[src/hdl/sv39_ptw_pkg.sv]
// ----------------------------------------------------------------------------
// Sv39 page-table walker package
// Codes, field widths and the result record shared by the walker and its
// channel interfaces.
// ----------------------------------------------------------------------------
`default_nettype none

package sv39_ptw_pkg;

  localparam int unsigned PPN_W   = 44;
  localparam int unsigned VA_W    = 39;
  localparam int unsigned VPN_W   = 27;
  localparam int unsigned PTE_W   = 64;
  localparam int unsigned PA_W    = 56;
  localparam int unsigned VIDX_W  = 9;

  typedef enum logic {
    ACT_TRANSLATE = 1'b0,
    ACT_PTE       = 1'b1
  } action_t;

  typedef enum logic {
    KIND_READ = 1'b0,
    KIND_DONE = 1'b1
  } kind_t;

  typedef enum logic [1:0] {
    ST_OK         = 2'd0,
    ST_NO_TABLE   = 2'd1,
    ST_NOT_MAPPED = 2'd2
  } status_t;

  typedef enum logic [1:0] {
    PAGE_4K = 2'd0,
    PAGE_2M = 2'd1,
    PAGE_1G = 2'd2
  } page_size_t;

  typedef struct packed {
    kind_t             kind;
    logic [PA_W-1:0]   read_addr;
    status_t           status;
    logic [PA_W-1:0]   phys_base;
    logic              can_read;
    logic              can_write;
    logic              can_exec;
    logic              supervisor;
    page_size_t        page_size;
  } result_t;

endpackage

`default_nettype wire

[src/hdl/sv39_ptw_if.sv]
// ----------------------------------------------------------------------------
// Sv39 page-table walker channels
// Valid/ready channels for input items and result items.
// ----------------------------------------------------------------------------
`default_nettype none

interface sv39_ptw_req_if;
  logic                                    valid;
  logic                                    ready;
  sv39_ptw_pkg::action_t                   action;
  logic [sv39_ptw_pkg::VA_W-1:0]           virt_addr;
  logic [sv39_ptw_pkg::PTE_W-1:0]          pte_data;

  modport source (output valid, action, virt_addr, pte_data, input ready);
  modport sink   (input valid, action, virt_addr, pte_data, output ready);
endinterface

interface sv39_ptw_res_if;
  logic                                    valid;
  logic                                    ready;
  sv39_ptw_pkg::kind_t                     kind;
  logic [sv39_ptw_pkg::PA_W-1:0]           read_addr;
  sv39_ptw_pkg::status_t                   status;
  logic [sv39_ptw_pkg::PA_W-1:0]           phys_base;
  logic                                    can_read;
  logic                                    can_write;
  logic                                    can_exec;
  logic                                    supervisor;
  sv39_ptw_pkg::page_size_t                page_size;

  modport source (output valid, kind, read_addr, status, phys_base, can_read, can_write,
                  can_exec, supervisor, page_size, input ready);
  modport sink   (input valid, kind, read_addr, status, phys_base, can_read, can_write,
                  can_exec, supervisor, page_size, output ready);
endinterface

`default_nettype wire

[src/hdl/sv39_page_table_walker.sv]
// ----------------------------------------------------------------------------
// Sv39 page-table walker
// Three-level walk: issues entry reads and reports the leaf or the fault.
// ----------------------------------------------------------------------------
// The walker takes one item per clock cycle while req is ready. A translate
// request or a returned entry is decoded in the cycle it is accepted; the entry
// address is formed by concatenation, so no adder sits in the path. The result
// item is held in an output register, with a one-item skid stage behind it, so
// req stays ready while a result waits; ready drops only when both are full.
// Requests while a walk is active and entries while idle give no result.
`default_nettype none

module sv39_page_table_walker (
  input  wire logic                                clk,
  input  wire logic                                rst,
  input  wire logic                                cfg_we,
  input  wire logic [sv39_ptw_pkg::PPN_W-1:0]      cfg_wdata,
  sv39_ptw_req_if.sink                             req,
  sv39_ptw_res_if.source                           res
);
  import sv39_ptw_pkg::*;

  logic [PPN_W-1:0]  root_table_ppn;
  logic              busy,       busy_next;
  logic [1:0]        walk_level, walk_level_next;
  logic [VPN_W-1:0]  saved_vpn,  saved_vpn_next;

  result_t           out_item;
  logic              out_valid;
  result_t           skid_item;
  logic              skid_valid;

  result_t           result;
  logic              produce;
  logic              accept;
  logic              out_free;

  logic [PPN_W-1:0]  pte_ppn;
  logic              pte_v, pte_r, pte_w, pte_x, pte_u;
  logic [1:0]        level_down;
  logic [VIDX_W-1:0] vidx_down;

  assign accept   = req.valid && req.ready;
  assign req.ready = !skid_valid;
  assign out_free = !out_valid || res.ready;

  assign pte_ppn = req.pte_data[10 +: PPN_W];
  assign pte_v   = req.pte_data[0];
  assign pte_r   = req.pte_data[1];
  assign pte_w   = req.pte_data[2];
  assign pte_x   = req.pte_data[3];
  assign pte_u   = req.pte_data[4];

  assign level_down = (walk_level == 2'd3) ? 2'd1 : walk_level - 2'd1;
  assign vidx_down  = level_down[0] ? saved_vpn[VIDX_W +: VIDX_W]
                                    : saved_vpn[0 +: VIDX_W];

  always_comb begin
    result          = '0;
    result.kind     = KIND_READ;
    result.status   = ST_OK;
    result.page_size = PAGE_4K;
    produce         = 1'b0;
    busy_next       = busy;
    walk_level_next = walk_level;
    saved_vpn_next  = saved_vpn;
    if (accept) begin
      if (req.action == ACT_TRANSLATE) begin
        if (!busy) begin
          produce          = 1'b1;
          busy_next        = 1'b1;
          walk_level_next  = 2'd2;
          saved_vpn_next   = req.virt_addr[VA_W-1:12];
          result.read_addr = {root_table_ppn, req.virt_addr[VA_W-1 -: VIDX_W], 3'b000};
        end
      end else if (busy) begin
        produce = 1'b1;
        if (!pte_v) begin
          busy_next     = 1'b0;
          result.kind   = KIND_DONE;
          result.status = ST_NO_TABLE;
        end else if (pte_r || pte_w || pte_x) begin
          busy_next         = 1'b0;
          result.kind       = KIND_DONE;
          result.phys_base  = {pte_ppn, 12'h000};
          result.can_read   = pte_r;
          result.can_write  = pte_w;
          result.can_exec   = pte_x;
          result.supervisor = !pte_u;
          result.page_size  = (walk_level == 2'd3) ? PAGE_1G : page_size_t'(walk_level);
        end else if (walk_level == 2'd0) begin
          busy_next     = 1'b0;
          result.kind   = KIND_DONE;
          result.status = ST_NOT_MAPPED;
        end else begin
          walk_level_next  = level_down;
          result.read_addr = {pte_ppn, vidx_down, 3'b000};
        end
      end
    end
  end

  always_ff @(posedge clk) begin
    if (rst) begin
      root_table_ppn <= '0;
      busy           <= 1'b0;
      walk_level     <= 2'd0;
      saved_vpn      <= '0;
    end else begin
      if (cfg_we) begin
        root_table_ppn <= cfg_wdata;
      end
      busy       <= busy_next;
      walk_level <= walk_level_next;
      saved_vpn  <= saved_vpn_next;
    end
  end

  always_ff @(posedge clk) begin
    if (rst) begin
      out_valid  <= 1'b0;
      skid_valid <= 1'b0;
    end else if (out_free) begin
      out_valid  <= skid_valid || produce;
      skid_valid <= 1'b0;
    end else if (produce) begin
      skid_valid <= 1'b1;
    end
  end

  always_ff @(posedge clk) begin
    if (out_free) begin
      out_item <= skid_valid ? skid_item : result;
    end else if (produce) begin
      skid_item <= result;
    end
  end

  assign res.valid      = out_valid;
  assign res.kind       = out_item.kind;
  assign res.read_addr  = out_item.read_addr;
  assign res.status     = out_item.status;
  assign res.phys_base  = out_item.phys_base;
  assign res.can_read   = out_item.can_read;
  assign res.can_write  = out_item.can_write;
  assign res.can_exec   = out_item.can_exec;
  assign res.supervisor = out_item.supervisor;
  assign res.page_size  = out_item.page_size;

`ifndef SYNTH
  a_skid_behind_out: assert property (@(posedge clk) disable iff (rst)
    skid_valid |-> out_valid)
    else $error("skid stage holds an item while the output register is empty");

  a_walk_starts: assert property (@(posedge clk) disable iff (rst)
    (accept && req.action == ACT_TRANSLATE && !busy) |=> (busy && walk_level == 2'd2))
    else $error("accepted translate request did not start a walk");

  a_level_range: assert property (@(posedge clk) disable iff (rst)
    busy |-> walk_level != 2'd3)
    else $error("walk level out of range");

  a_read_clean: assert property (@(posedge clk) disable iff (rst)
    (out_valid && out_item.kind == KIND_READ) |->
      (out_item.status == ST_OK && out_item.phys_base == '0))
    else $error("read request carries finish fields");

  a_no_overrun: assert property (@(posedge clk) disable iff (rst)
    (skid_valid && !res.ready) |=> $stable(skid_item))
    else $error("skid stage overwritten while stalled");
`endif

endmodule

`default_nettype wire

[src/flat_wrapper.sv]
// flat-port wrapper written by rule: the top's interface ports become plain ports
module sv39_page_table_walker_flat import sv39_ptw_pkg::*;
  (clk, rst, cfg_we, cfg_wdata, req_valid, req_action, req_virt_addr, req_pte_data, req_ready, res_valid, res_kind, res_read_addr, res_status, res_phys_base, res_can_read, res_can_write, res_can_exec, res_supervisor, res_page_size, res_ready);
  sv39_ptw_req_if req_i ();
  sv39_ptw_res_if res_i ();
  input  wire logic clk;
  input  wire logic rst;
  input  wire logic cfg_we;
  input  wire logic [sv39_ptw_pkg::PPN_W-1:0] cfg_wdata;
  input wire logic [$bits(req_i.valid)-1:0] req_valid;
  input wire logic [$bits(req_i.action)-1:0] req_action;
  input wire logic [$bits(req_i.virt_addr)-1:0] req_virt_addr;
  input wire logic [$bits(req_i.pte_data)-1:0] req_pte_data;
  output wire logic [$bits(req_i.ready)-1:0] req_ready;
  output wire logic [$bits(res_i.valid)-1:0] res_valid;
  output wire logic [$bits(res_i.kind)-1:0] res_kind;
  output wire logic [$bits(res_i.read_addr)-1:0] res_read_addr;
  output wire logic [$bits(res_i.status)-1:0] res_status;
  output wire logic [$bits(res_i.phys_base)-1:0] res_phys_base;
  output wire logic [$bits(res_i.can_read)-1:0] res_can_read;
  output wire logic [$bits(res_i.can_write)-1:0] res_can_write;
  output wire logic [$bits(res_i.can_exec)-1:0] res_can_exec;
  output wire logic [$bits(res_i.supervisor)-1:0] res_supervisor;
  output wire logic [$bits(res_i.page_size)-1:0] res_page_size;
  input wire logic [$bits(res_i.ready)-1:0] res_ready;
  assign req_i.valid = req_valid;
  assign req_i.action = req_action;
  assign req_i.virt_addr = req_virt_addr;
  assign req_i.pte_data = req_pte_data;
  assign req_ready = req_i.ready;
  assign res_valid = res_i.valid;
  assign res_kind = res_i.kind;
  assign res_read_addr = res_i.read_addr;
  assign res_status = res_i.status;
  assign res_phys_base = res_i.phys_base;
  assign res_can_read = res_i.can_read;
  assign res_can_write = res_i.can_write;
  assign res_can_exec = res_i.can_exec;
  assign res_supervisor = res_i.supervisor;
  assign res_page_size = res_i.page_size;
  assign res_i.ready = res_ready;
  sv39_page_table_walker u_core (.clk(clk), .rst(rst), .cfg_we(cfg_we), .cfg_wdata(cfg_wdata), .req(req_i), .res(res_i));
endmodule
[config.mk]
export PLATFORM = sky130hd
export DESIGN_NAME = sv39_page_table_walker_flat
export DESIGN_NICKNAME = d
export VERILOG_FILES = /design/src/hdl/sv39_ptw_pkg.sv /design/src/hdl/sv39_ptw_if.sv /design/src/hdl/sv39_page_table_walker.sv /design/src/flat_wrapper.sv
export SDC_FILE = /design/constraint.sdc
export NUM_CORES = 1
export LEC_CHECK = 0
export BUFFER_PORTS_ARGS = -buffer_cell sky130_fd_sc_hd__buf_2
export CAP_MARGIN = 20
export CORE_ASPECT_RATIO = 1.1
export CORE_UTILIZATION = 40
export DETAILED_ROUTE_END_ITERATION = 7
export PLACE_DENSITY = 0.65
export RECOVER_POWER = 25
export SETUP_SLACK_MARGIN = 0.4
export SLEW_MARGIN = 20
export SYNTH_ARGS = -nofsm -noshare
export SYNTH_HDL_FRONTEND = slang
export SYNTH_SLANG_ARGS = --single-unit
[constraint.sdc]
create_clock -name clk -period 9.8 [get_ports clk]
set_input_delay 2.45 -clock clk [delete_from_list [all_inputs] [get_ports clk]]
set_output_delay 2.45 -clock clk [all_outputs]
set_load 0.05 [all_outputs]
After elaboration in Yosys (flattened, before gate mapping)
Index checks and enable logic that the tools add are counted.

Register bits: 309. Bits of input ports: 153. Output and inout port bits: 123. Logic and storage cells: 82.

Add/sub/neg operators: 1. Equality and inequality tests: 6. Mux-type cells: 35. Bitwise gates (word level): 3. Reduce and logical (&&, ||, !) cells: 13.

Operators by type and width (count): $mux W121 (3); $mux W56 (4); $mux W62 (2); $mux W64 (1); $mux W58 (1); $mux W2 (10); $mux W1 (13); $mux W9 (1); $ne A2 B2 Y1 const B (4); $reduce_and A6 Y1 (1); $logic_or A1 B1 Y1 (4); $logic_not A1 Y1 (3); $not A1 Y1 (3); $reduce_and A3 Y1 (1); $eq A2 B2 Y1 const B (1); $logic_not A2 Y1 (1); $ne A2 B1 Y1 const B (1); $reduce_and A2 Y1 (1); $reduce_or A2 Y1 (1); $sub A2 B1 Y2 const B (1); $logic_and A1 B1 Y1 (1).

Depth between registers and ports, before layout
Gate-level depths: netlist of the first run.

Word-level depth: 10. Mapped depth: 9. Depth with buffers taken out: 5.

Worst setup path after synthesis of the first run
OpenSTA, ideal clock, no wires.

Path type: input port to flip-flop. Start point: input res_ready. End point: register u_core.skid_item[0] in the netlist's numbering (enable). Setup time: 1051 ps. Arrival: 9343 ps. Required time: 8749 ps. Setup slack: -594 ps. Stages: 2. Buffers on the path: 0. Path through: nand2b_1 nor2_1.

Longest elaborated chain between the ends: 3.

Ends and longest elaborated chain: start, declared (line flat_wrapper.sv:25) `input wire logic [$bits(res_i.ready)-1:0] res_ready;`; $logic_or A1 B1 Y1 (line sv39_page_table_walker.sv:45) `assign out_free = !out_valid || res.ready;`; $not A1 Y1 (no source line); $reduce_and A2 Y1 (no source line); end signal, assigned (line sv39_page_table_walker.sv:135) `skid_item <= result;`; end, declared (line sv39_page_table_walker.sv:30) `result_t skid_item;`.

Every way passes these cells. A chain may end at the register's enable or synchronous reset.

Final worst setup path of the first run
Start point: input res_ready. End point: register u_core.skid_item[60] in the netlist's numbering (enable).

Longest elaborated chain between the ends: 3.

Ends and longest elaborated chain: $logic_or A1 B1 Y1 (line sv39_page_table_walker.sv:45); net u_core.out_free (line sv39_page_table_walker.sv:36) `logic out_free;`; $not A1 Y1 (no source line); $reduce_and A2 Y1 (no source line).

The timed path passes the listed nets, and every way through them passes these cells.

==> results.py, run 1 <==
metrics = {
    "floorplan": {
        "die_area_um2": 29100,
        "design.portCount": 276,
        "rows": 64,
        "initial_core_util_pct": 40.8,
        "die_w_um": 163,
        "chipHeight_um": 179,
        "core_area_um2": 27900,
    },
    "sta": {
        "hold_ws_ns": 0.456,
        "setup_violations": 0,
        "tightest_slew_ns": 3.83,
        "slew-limit-headroom_pct": -155,
        "finalCriticalPeriod_ns": 5.84,
        "fin_skew_ns": 0.0126,
        "fmax_mhz": 171,
        "slew_violations": 160,
        "rsz0062_at_grt": "no",
        "hold_violations": 0,
        "setup_tns_ns": 0,
        "fin_crit_sh_pct": 59.6,
        "worst_slack_ns": 3.96,
    },
    "clocking": {
        "htree_levels": 1,
        "path_clk_slew_ns": 0.06,
        "cts_tree": "done",
        "cts_buffers": 29,
        "cts_hold_buf": 0,
        "cts_resized": 0,
        "clkLatencyLatePin_ns": 0.54,
        "cts-root-buf": "clkbuf_16",
        "clock_sinks": 279,
        "clock_path_buffers": 3,
        "cts_setup_buffers": 0,
    },
    "place": {
        "portBuffers": 233,
        "gp_congestion": 0.767,
        "dp_hpwl_um": 15300,
        "post-place-ws_ns": 3.72,
    },
    "logic_synthesis": {
        "synthFlopType": "edfxtp_1",
        "synth.avg_cell_area_um2": 13.8,
        "yosys_warnings": 0,
        "synthMuxAreaShare_pct": 3.96,
        "synthCells": 822,
        "synthAdderAreaFrac_pct": 0.110,
        "synthArstFlopShare_pct": 0,
        "synth_xor_area_share_pct": 0,
        "synth_top_family_by_area": "compound AO/OA/AOI/OAI gates",
        "synth_enable_flop_cells": 212,
        "yosys.cell_types.count": 42,
        "synth-simple-area-share_pct": 10.5,
        "ys_seq_area_share_pct": 67.8,
        "synth_compound_area_share_pct": 13.7,
        "ys_seq_elements": 279,
        "netlist_area_um2": 11400,
    },
    "finish": {
        "nFillCells": 2542,
        "multiInputGateArea_um2": 3280,
        "final_cell_mix": "212 x edfxtp_1, 203 x buf_2, 87 x and2_1",
        "fin_nets": 1184,
        "seqCellArea_um2": 7710,
        "areaGrowthSynthToFinish_pct": 19.2,
        "final_common_cell": "edfxtp_1",
        "drive_gt1_share_pct": 24.3,
    },
    "hold_path": {
        "holdCritPathClass": "register to register",
    },
    "status": {
        "violations": "capacitance limit, slew limit",
        "outcome": "finished with violations",
    },
    "pwr": {
        "finalPower_w": 0.00264,
        "leakage_nw": 6.13,
        "irDropWorstVdd_uv": 152,
        "p_per_area_nw_per_um2": 195,
    },
    "drt": {
        "via_per_inst": 5.07,
        "drc_errors": 0,
        "routedWlPerCell_um": 18.1,
        "drt_iter0_markers": 492,
        "routed_wl_um": 25600,
        "ant_nets": 0,
        "dr.pass1.iters": 4,
        "num_vias": 7189,
    },
    "global_routing": {
        "grt_max_degree": 89,
        "grtUsageTotal_pct": 17.2,
        "grt_pass1_vias": 6833,
        "grt_overflow": 0,
        "antenna_found_initial": 3,
        "grt_pass1_wl_um": 38700,
    },
    "setup_path": {
        "crit_buf_inv": 2,
        "cp_top_family": "simple AND/OR/NAND/NOR gates",
        "start_kind": "input port",
        "crit_type": "input port to register",
        "crit_path_end_kind": "register",
        "crit_fanout": 79,
        "crit_chain": "buf_2, nand2b_1, nor2_4, buf_6",
        "max_stage_delay_ns": 1.34,
        "crit_arrival_ns": 6.01,
        "cp.required_ns": 9.97,
        "crit_slowest_cell": "nor2_4",
    },
    "run": {
        "cap_viol_max_count": 3,
    },
}
cell usage after synthesis (all sizes together), types with 9 or more instances:
cell    count  area, µm²
edfxtp    212       6370
and2       88        551
dfxtp      67       1340
a21o       50        375
nand2      49        184
nor2       49        184
a22o       45        394
mux2i      45        450
a221o      44        440
buf        41        288
clkbuf     34        128
a21oi      29        145
nor3       11       55.1
a221oi      9       78.8
o31ai       9       67.6
sequential cells by signal, indices dropped and copies added (netlist names), 2 cells and up:
register               cells
u_core.res.read_addr      53
u_core.skid_item         106
u_core.saved_vpn          18
u_core.walk_level          2
u_core.res.phys_base      44
u_core.res.status          2
u_core.res.page_size       2
u_core.root_table_ppn     44
cell type report:
cell class                 count  area share [%]
clock inverter                 9           0.527
timing repair buffer         238            8.61
sequential                   279            56.9
antenna                        2          0.0370
tap                          363            3.35
multi-input combinational    477            24.2
clock buffer                  44            6.15
inverter                       5           0.139
power breakdown:
part / internal [W] / switching, W
clock network: 0.000610 / 0.000447
registers: 0.00131 / 0.0000176
logic: 0.0000665 / 0.000186
stage by stage:
step                area [µm²]  std cells  util [%]
floorplan                11400        836         -
global placement         12700       1362      45.5
detailed placement       12700       1362      45.5
CTS                      13600       1415      48.8
global route             13500       1416      48.6
finish                   13500       1417      48.6
worst paths after layout:
path                                startpoint                                 to  slack, ns  depth (start not counted)
max                                  res_ready     u_core.skid_item[60]$_DFFE_PP_       3.96                          4
min reg2reg  u_core.saved_vpn[11]$_SDFFE_PP0P_  u_core.saved_vpn[11]$_SDFFE_PP0P_       0.46                          2
max reg2reg      u_core.res.valid$_SDFFE_PP0P_     u_core.skid_item[60]$_DFFE_PP_       5.70                          3
min          u_core.saved_vpn[11]$_SDFFE_PP0P_  u_core.saved_vpn[11]$_SDFFE_PP0P_       0.46                          2
worst register-to-register path, delay by kind of cell (launching register included):
kind	cells	cell delay, ns
and+or+nand+nor	2	2.60
buffers and inverters	1	0.69
DFF	1	0.34
routing by layer:
layer,global-route usage [%],up-vias,wire length [µm]
li1,-,3500,-
met1,22.2,3463,11400
met4,5.02,2,520
met5,0,-,10
met2,28.9,186,12200
met3,3.52,38,1530
cell families (layout without fill, tap and decap cells):
logic type,count (synthesis),count (layout)
other cells,1,17
mux,45,45
compound gates,194,194
flops,279,279
fa+ha+maj,1,1
simple gates,222,222
buf+inv,80,296
Note: power is estimated with default switching activity, not from simulation.
==> run 2: changes to the inputs <==
Settings changed: PLACE_DENSITY 0.65 to default.
Clock period 9.8 ns to 6.1 ns, I/O delays scaled along.
==> run 2 against run 1 <==
Compared with the run above:
- global-route usage increased by 0.14 points
- setup slack got worse by 2.2 ns
- the run still ends with capacitance limit, slew limit left
- via count decreased by 0.96%
- sequential cell count unchanged
- critical endpoint is now u_core.res.read_addr[32]$_DFFE_PP_
- count of clock-buffer cells in the layout decreased by 2
- die area unchanged
- hold slack improved by 0.0011 ns
- largest cell class unchanged
- final cell count increased by 0.28%
- final area increased by 0.79%
==> results.py, run 2 (same netlist as run 1, synthesis figures left out) <==
metrics = {
    "global_routing": {
        "grt_max_degree": 89,
        "grt_pass1_vias": 6872,
        "grt_overflow": 0,
        "grtUsageTotal_pct": 17.3,
        "grt_pass1_wl_um": 39100,
        "antenna_found_initial": 2,
    },
    "floorplan": {
        "initial_core_util_pct": 40.8,
        "die_w_um": 163,
        "core_area_um2": 27900,
        "rows": 64,
        "die_area_um2": 29100,
        "design.portCount": 276,
        "chipHeight_um": 179,
    },
    "drt": {
        "num_vias": 7120,
        "top_layer": "met5",
        "routed_wl_um": 25300,
        "wl_met1_um": 11400,
        "drc_errors": 0,
        "dr.pass1.iters": 5,
        "route.met3.wl_um": 1600,
        "ant_nets": 0,
        "routedWlPerCell_um": 17.8,
        "via_per_inst": 5.01,
        "dr_wl_met2_um": 12000,
        "drt_iter0_markers": 529,
    },
    "sta": {
        "rsz0062_at_grt": "no",
        "fin_skew_ns": 0.0192,
        "tightest_slew_ns": 2.83,
        "worst_slack_ns": 1.74,
        "slew-limit-headroom_pct": -88.9,
        "finalCriticalPeriod_ns": 4.36,
        "setup_violations": 0,
        "setup_tns_ns": 0,
        "fin_crit_sh_pct": 71.5,
        "fmax_mhz": 229,
        "slew_violations": 147,
        "hold_violations": 0,
    },
    "setup_path": {
        "start_kind": "input port",
        "crit_chain": "buf_2, nand2b_1, buf_4",
        "crit_fanout": 56,
        "cp.required_ns": 6.28,
        "regToRegStartpoint": "u_core.res.valid$_SDFFE_PP0P_",
        "crit_arrival_ns": 4.54,
        "crit_start": "res_ready",
        "r2r_slack_ns": 2.58,
        "crit_slowest_cell": "nand2b_1",
        "crit_path_end_kind": "register",
        "crit_type": "input port to register",
        "max_stage_delay_ns": 2.00,
    },
    "finish": {
        "utilization_pct": 49.0,
        "antenna_cells": 0,
        "drive_gt1_share_pct": 25.7,
        "fin_nets": 1188,
        "final_cell_mix": "212 x edfxtp_1, 211 x buf_2, 87 x and2_1",
        "largest_register": "u_core.skid_item",
        "seqCellArea_um2": 7710,
        "areaGrowthSynthToFinish_pct": 20.1,
        "nFillCells": 2559,
        "largest_reg_flops": 106,
        "instances_no_fill": 1421,
        "multiInputGateArea_um2": 3280,
        "final_common_cell": "edfxtp_1",
    },
    "clocking": {
        "path_clk_slew_ns": 0.06,
        "clkLatencyLatePin_ns": 0.55,
        "cts-root-buf": "clkbuf_16",
        "cts_tree": "done",
        "cts_setup_buffers": 0,
        "htree_levels": 1,
        "cts_hold_buf": 0,
        "cts_buffers": 30,
        "clock_sinks": 279,
        "clock_path_buffers": 3,
        "cts_resized": 0,
    },
    "pwr": {
        "leakage_nw": 6.22,
        "irDropWorstVdd_uv": 230,
        "finalPower_w": 0.00432,
        "p_per_area_nw_per_um2": 317,
    },
    "place": {
        "dp_hpwl_um": 15500,
        "placed_cells": 1365,
        "gp_congestion": 0.736,
        "portBuffers": 233,
        "post-place-ws_ns": 2.15,
    },
    "status": {
        "violations": "capacitance limit, slew limit",
        "outcome": "finished with violations",
    },
    "hold_path": {
        "holdCritPathClass": "register to register",
        "hold_start": "u_core.saved_vpn[12]$_SDFFE_PP0P_",
    },
    "run": {
        "cap_viol_max_count": 4,
    },
}
[run 2: cell types whose count changed in the layout (fill, tap and decap cells not counted), sizes merged]
| cell | previous run | this run |
|---|---|---|
| buf | 207 | 218 |
| clkbuf | 75 | 65 |
| clkinv | 7 | 11 |
| diode | 2 | 0 |
| bufinv | 1 | 2 |
| clkinvlp | 0 | 1 |
| inv | 6 | 5 |
[run 2: layer usage]
metal | vias to the layer above | GRT usage, %
met2 | 199 | 28.1
li1 | 3501 | -
met4 | 4 | 3.86
met5 | - | 0
met3 | 36 | 3.98
met1 | 3380 | 23.5
[run 2: cell type report]
cell class | count | area share, %
clock buffers | 42 | 6.28
flip-flops and latches | 279 | 56.5
well taps | 363 | 3.33
clock inverters | 14 | 0.889
inverters | 5 | 0.138
repair buffers | 241 | 8.85
multi-input cells | 477 | 24.0
[run 2: worst paths after layout]
check / to / depth (start not counted)
worst max-delay path: u_core.res.read_addr[32]$_DFFE_PP_ / 3
worst min-delay path: u_core.saved_vpn[12]$_SDFFE_PP0P_ / 2
worst max register to register: u_core.res.read_addr[32]$_DFFE_PP_ / 2
worst min register to register: u_core.saved_vpn[12]$_SDFFE_PP0P_ / 2
[run 2: worst max-delay path: cells and delay by family]
family / cells / cell delay (ns)
and+or+nand+nor: 1 / 2.00
buffers and inverters: 2 / 0.92
[run 2: stage by stage]
stage               hold slack (ns)  cell area [µm²]
floorplan                     0.436            11400
global placement              0.445            12700
detailed placement            0.447            12700
CTS                           0.455            13700
global route                  0.473            13600
finish                        0.457            13600
[run 2: where the power goes]
group	internal, W	leakage, nW	switching, W
clock network	0.00106	0.481	0.000728
registers	0.00210	2.97	0.0000278
logic	0.000105	2.77	0.000298
==> run 3: changes to the inputs <==
Clock period 6.1 ns to 4.5 ns, I/O delays scaled along.
==> run 3 against run 2 <==
Compared with the run above:
- sequential power increased by 36%
- first-iteration DRC count up 1.5%
- non-clock buffer count rose by 3
- critical path type unchanged
- critical path depth did not move
- the flow still finishes with violations (capacitance limit, slew limit)
- setup slack lost 0.74 ns
==> results.py, run 3 (same netlist as run 1, synthesis figures left out) <==
metrics = {
    "status": {
        "outcome": "finished with violations",
        "violations": "capacitance limit, slew limit",
    },
    "finish": {
        "nFillCells": 2510,
        "largest_register": "u_core.skid_item",
        "final_cell_mix": "230 x buf_2, 212 x edfxtp_1, 87 x and2_1",
        "fin_nets": 1191,
        "drive_gt1_share_pct": 27.8,
        "largest_reg_flops": 106,
        "areaGrowthSynthToFinish_pct": 20.5,
        "final_common_cell": "buf_2",
        "antenna_cells": 0,
    },
    "global_routing": {
        "grt_pass1_vias": 6981,
        "grtUsageTotal_pct": 17.4,
        "grt_overflow": 0,
        "antenna_found_initial": 0,
        "grt_pass1_wl_um": 39200,
        "grt_max_degree": 89,
    },
    "pwr": {
        "irDropWorstVdd_uv": 309,
        "p_per_area_nw_per_um2": 422,
        "leakage_nw": 6.32,
    },
    "clocking": {
        "cts-root-buf": "clkbuf_16",
        "cts_setup_buffers": 0,
        "cts_hold_buf": 0,
        "path_clk_slew_ns": 0.06,
        "cts_buffers": 30,
        "clock_sinks": 279,
        "clock_path_buffers": 3,
        "clkLatencyLatePin_ns": 0.55,
        "htree_levels": 1,
        "cts_resized": 0,
        "cts_tree": "done",
    },
    "sta": {
        "setup_violations": 0,
        "worst_slack_ns": 0.996,
        "finalCriticalPeriod_ns": 3.50,
        "rsz0062_at_grt": "no",
        "slew_violations": 80,
        "tightest_slew_ns": 1.86,
        "slew-limit-headroom_pct": -24.0,
        "setup_tns_ns": 0,
        "fin_crit_sh_pct": 77.9,
        "fmax_mhz": 285,
        "hold_violations": 0,
        "fin_skew_ns": 0.0181,
    },
    "setup_path": {
        "cp.required_ns": 4.65,
        "start_kind": "input port",
        "crit_slowest_cell": "nand2b_1",
        "crit_arrival_ns": 3.66,
        "max_stage_delay_ns": 1.34,
        "crit_fanout": 41,
        "crit_path_end_kind": "register",
        "crit_type": "input port to register",
        "crit_chain": "buf_2, nand2b_1, clkbuf_2",
    },
    "floorplan": {
        "die_area_um2": 29100,
        "die_w_um": 163,
        "initial_core_util_pct": 40.8,
        "design.portCount": 276,
        "chipHeight_um": 179,
        "rows": 64,
        "core_area_um2": 27900,
    },
    "drt": {
        "dr.pass1.iters": 5,
        "ant_nets": 0,
        "drc_errors": 0,
        "routedWlPerCell_um": 18.0,
        "via_per_inst": 5.09,
        "num_vias": 7246,
        "routed_wl_um": 25600,
        "drt_iter0_markers": 537,
    },
    "place": {
        "post-place-ws_ns": 0.889,
        "dp_hpwl_um": 15700,
        "gp_congestion": 0.747,
        "portBuffers": 233,
    },
    "hold_path": {
        "holdCritPathClass": "register to register",
    },
    "run": {
        "cap_viol_max_count": 2,
    },
}
## run 3: changes by cell type in the layout (fill, tap and decap cells not counted), sizes merged
| cell | previous run | this run |
|---|---|---|
| bufinv | 2 | 0 |
| clkinvlp | 1 | 0 |
| clkbuf | 65 | 52 |
| buf | 218 | 240 |
| clkinv | 11 | 7 |
| inv | 5 | 6 |
## run 3: cell type report
cell class                 count  area (µm²)  share of cell area [%]
clock inverter                 8        38.8                   0.283
tap                          363         454                    3.32
timing repair buffer         244        1280                    9.37
sequential                   279        7710                    56.3
inverter                       5        18.8                   0.137
multi-input combinational    477        3290                    24.0
clock buffer                  48         901                    6.58
## run 3: critical path: cells and delay by family
| family | cells | cell delay (ns) |
|---|---|---|
| buf+inv | 2 | 1.14 |
| simple gates | 1 | 1.34 |
## run 3: path summary, 6_finish.rpt
path	cells after the start	slack, ns	startpoint	to
worst max-delay path	3	1.0	res_ready	u_core.res.phys_base[31]$_DFFE_PP_
worst min-delay path	2	0.46	u_core.saved_vpn[14]$_SDFFE_PP0P_	u_core.saved_vpn[14]$_SDFFE_PP0P_
worst max register to register	2	1.39	u_core.res.valid$_SDFFE_PP0P_	u_core.res.phys_base[31]$_DFFE_PP_
worst min register to register	2	0.46	u_core.saved_vpn[14]$_SDFFE_PP0P_	u_core.saved_vpn[14]$_SDFFE_PP0P_
## run 3: stage by stage
step                hold slack, ns  area [µm²]  std cells  utilization [%]  total power, W
finish                       0.458       13700       1424             49.1         0.00578
global route                 0.486       13700       1424             49.1         0.00598
CTS                          0.458       13700       1424             49.2         0.00584
detailed placement           0.449       12800       1368             45.8         0.00350
global placement             0.444       12800       1368             45.8         0.00349
floorplan                    0.436       11400        836                -         0.00332
## run 3: power breakdown
part           leakage, nW  switching, W  internal (W)  total, W
registers             2.97     0.0000372       0.00285   0.00289
logic                 2.88      0.000407      0.000147  0.000554
clock network        0.464      0.000977       0.00136   0.00234
## run 3: per-layer routing
metal  share of wire [%]  vias to the layer above  routed length, µm  GRT usage, %
met5                   0                        -                  0             0
met4                 1.6                        0                421          4.32
met3                 5.2                       36               1340          2.78
met2                  49                      202              12500          29.3
met1                  44                     3498              11400          23.3
li1                    -                     3510                  -             -
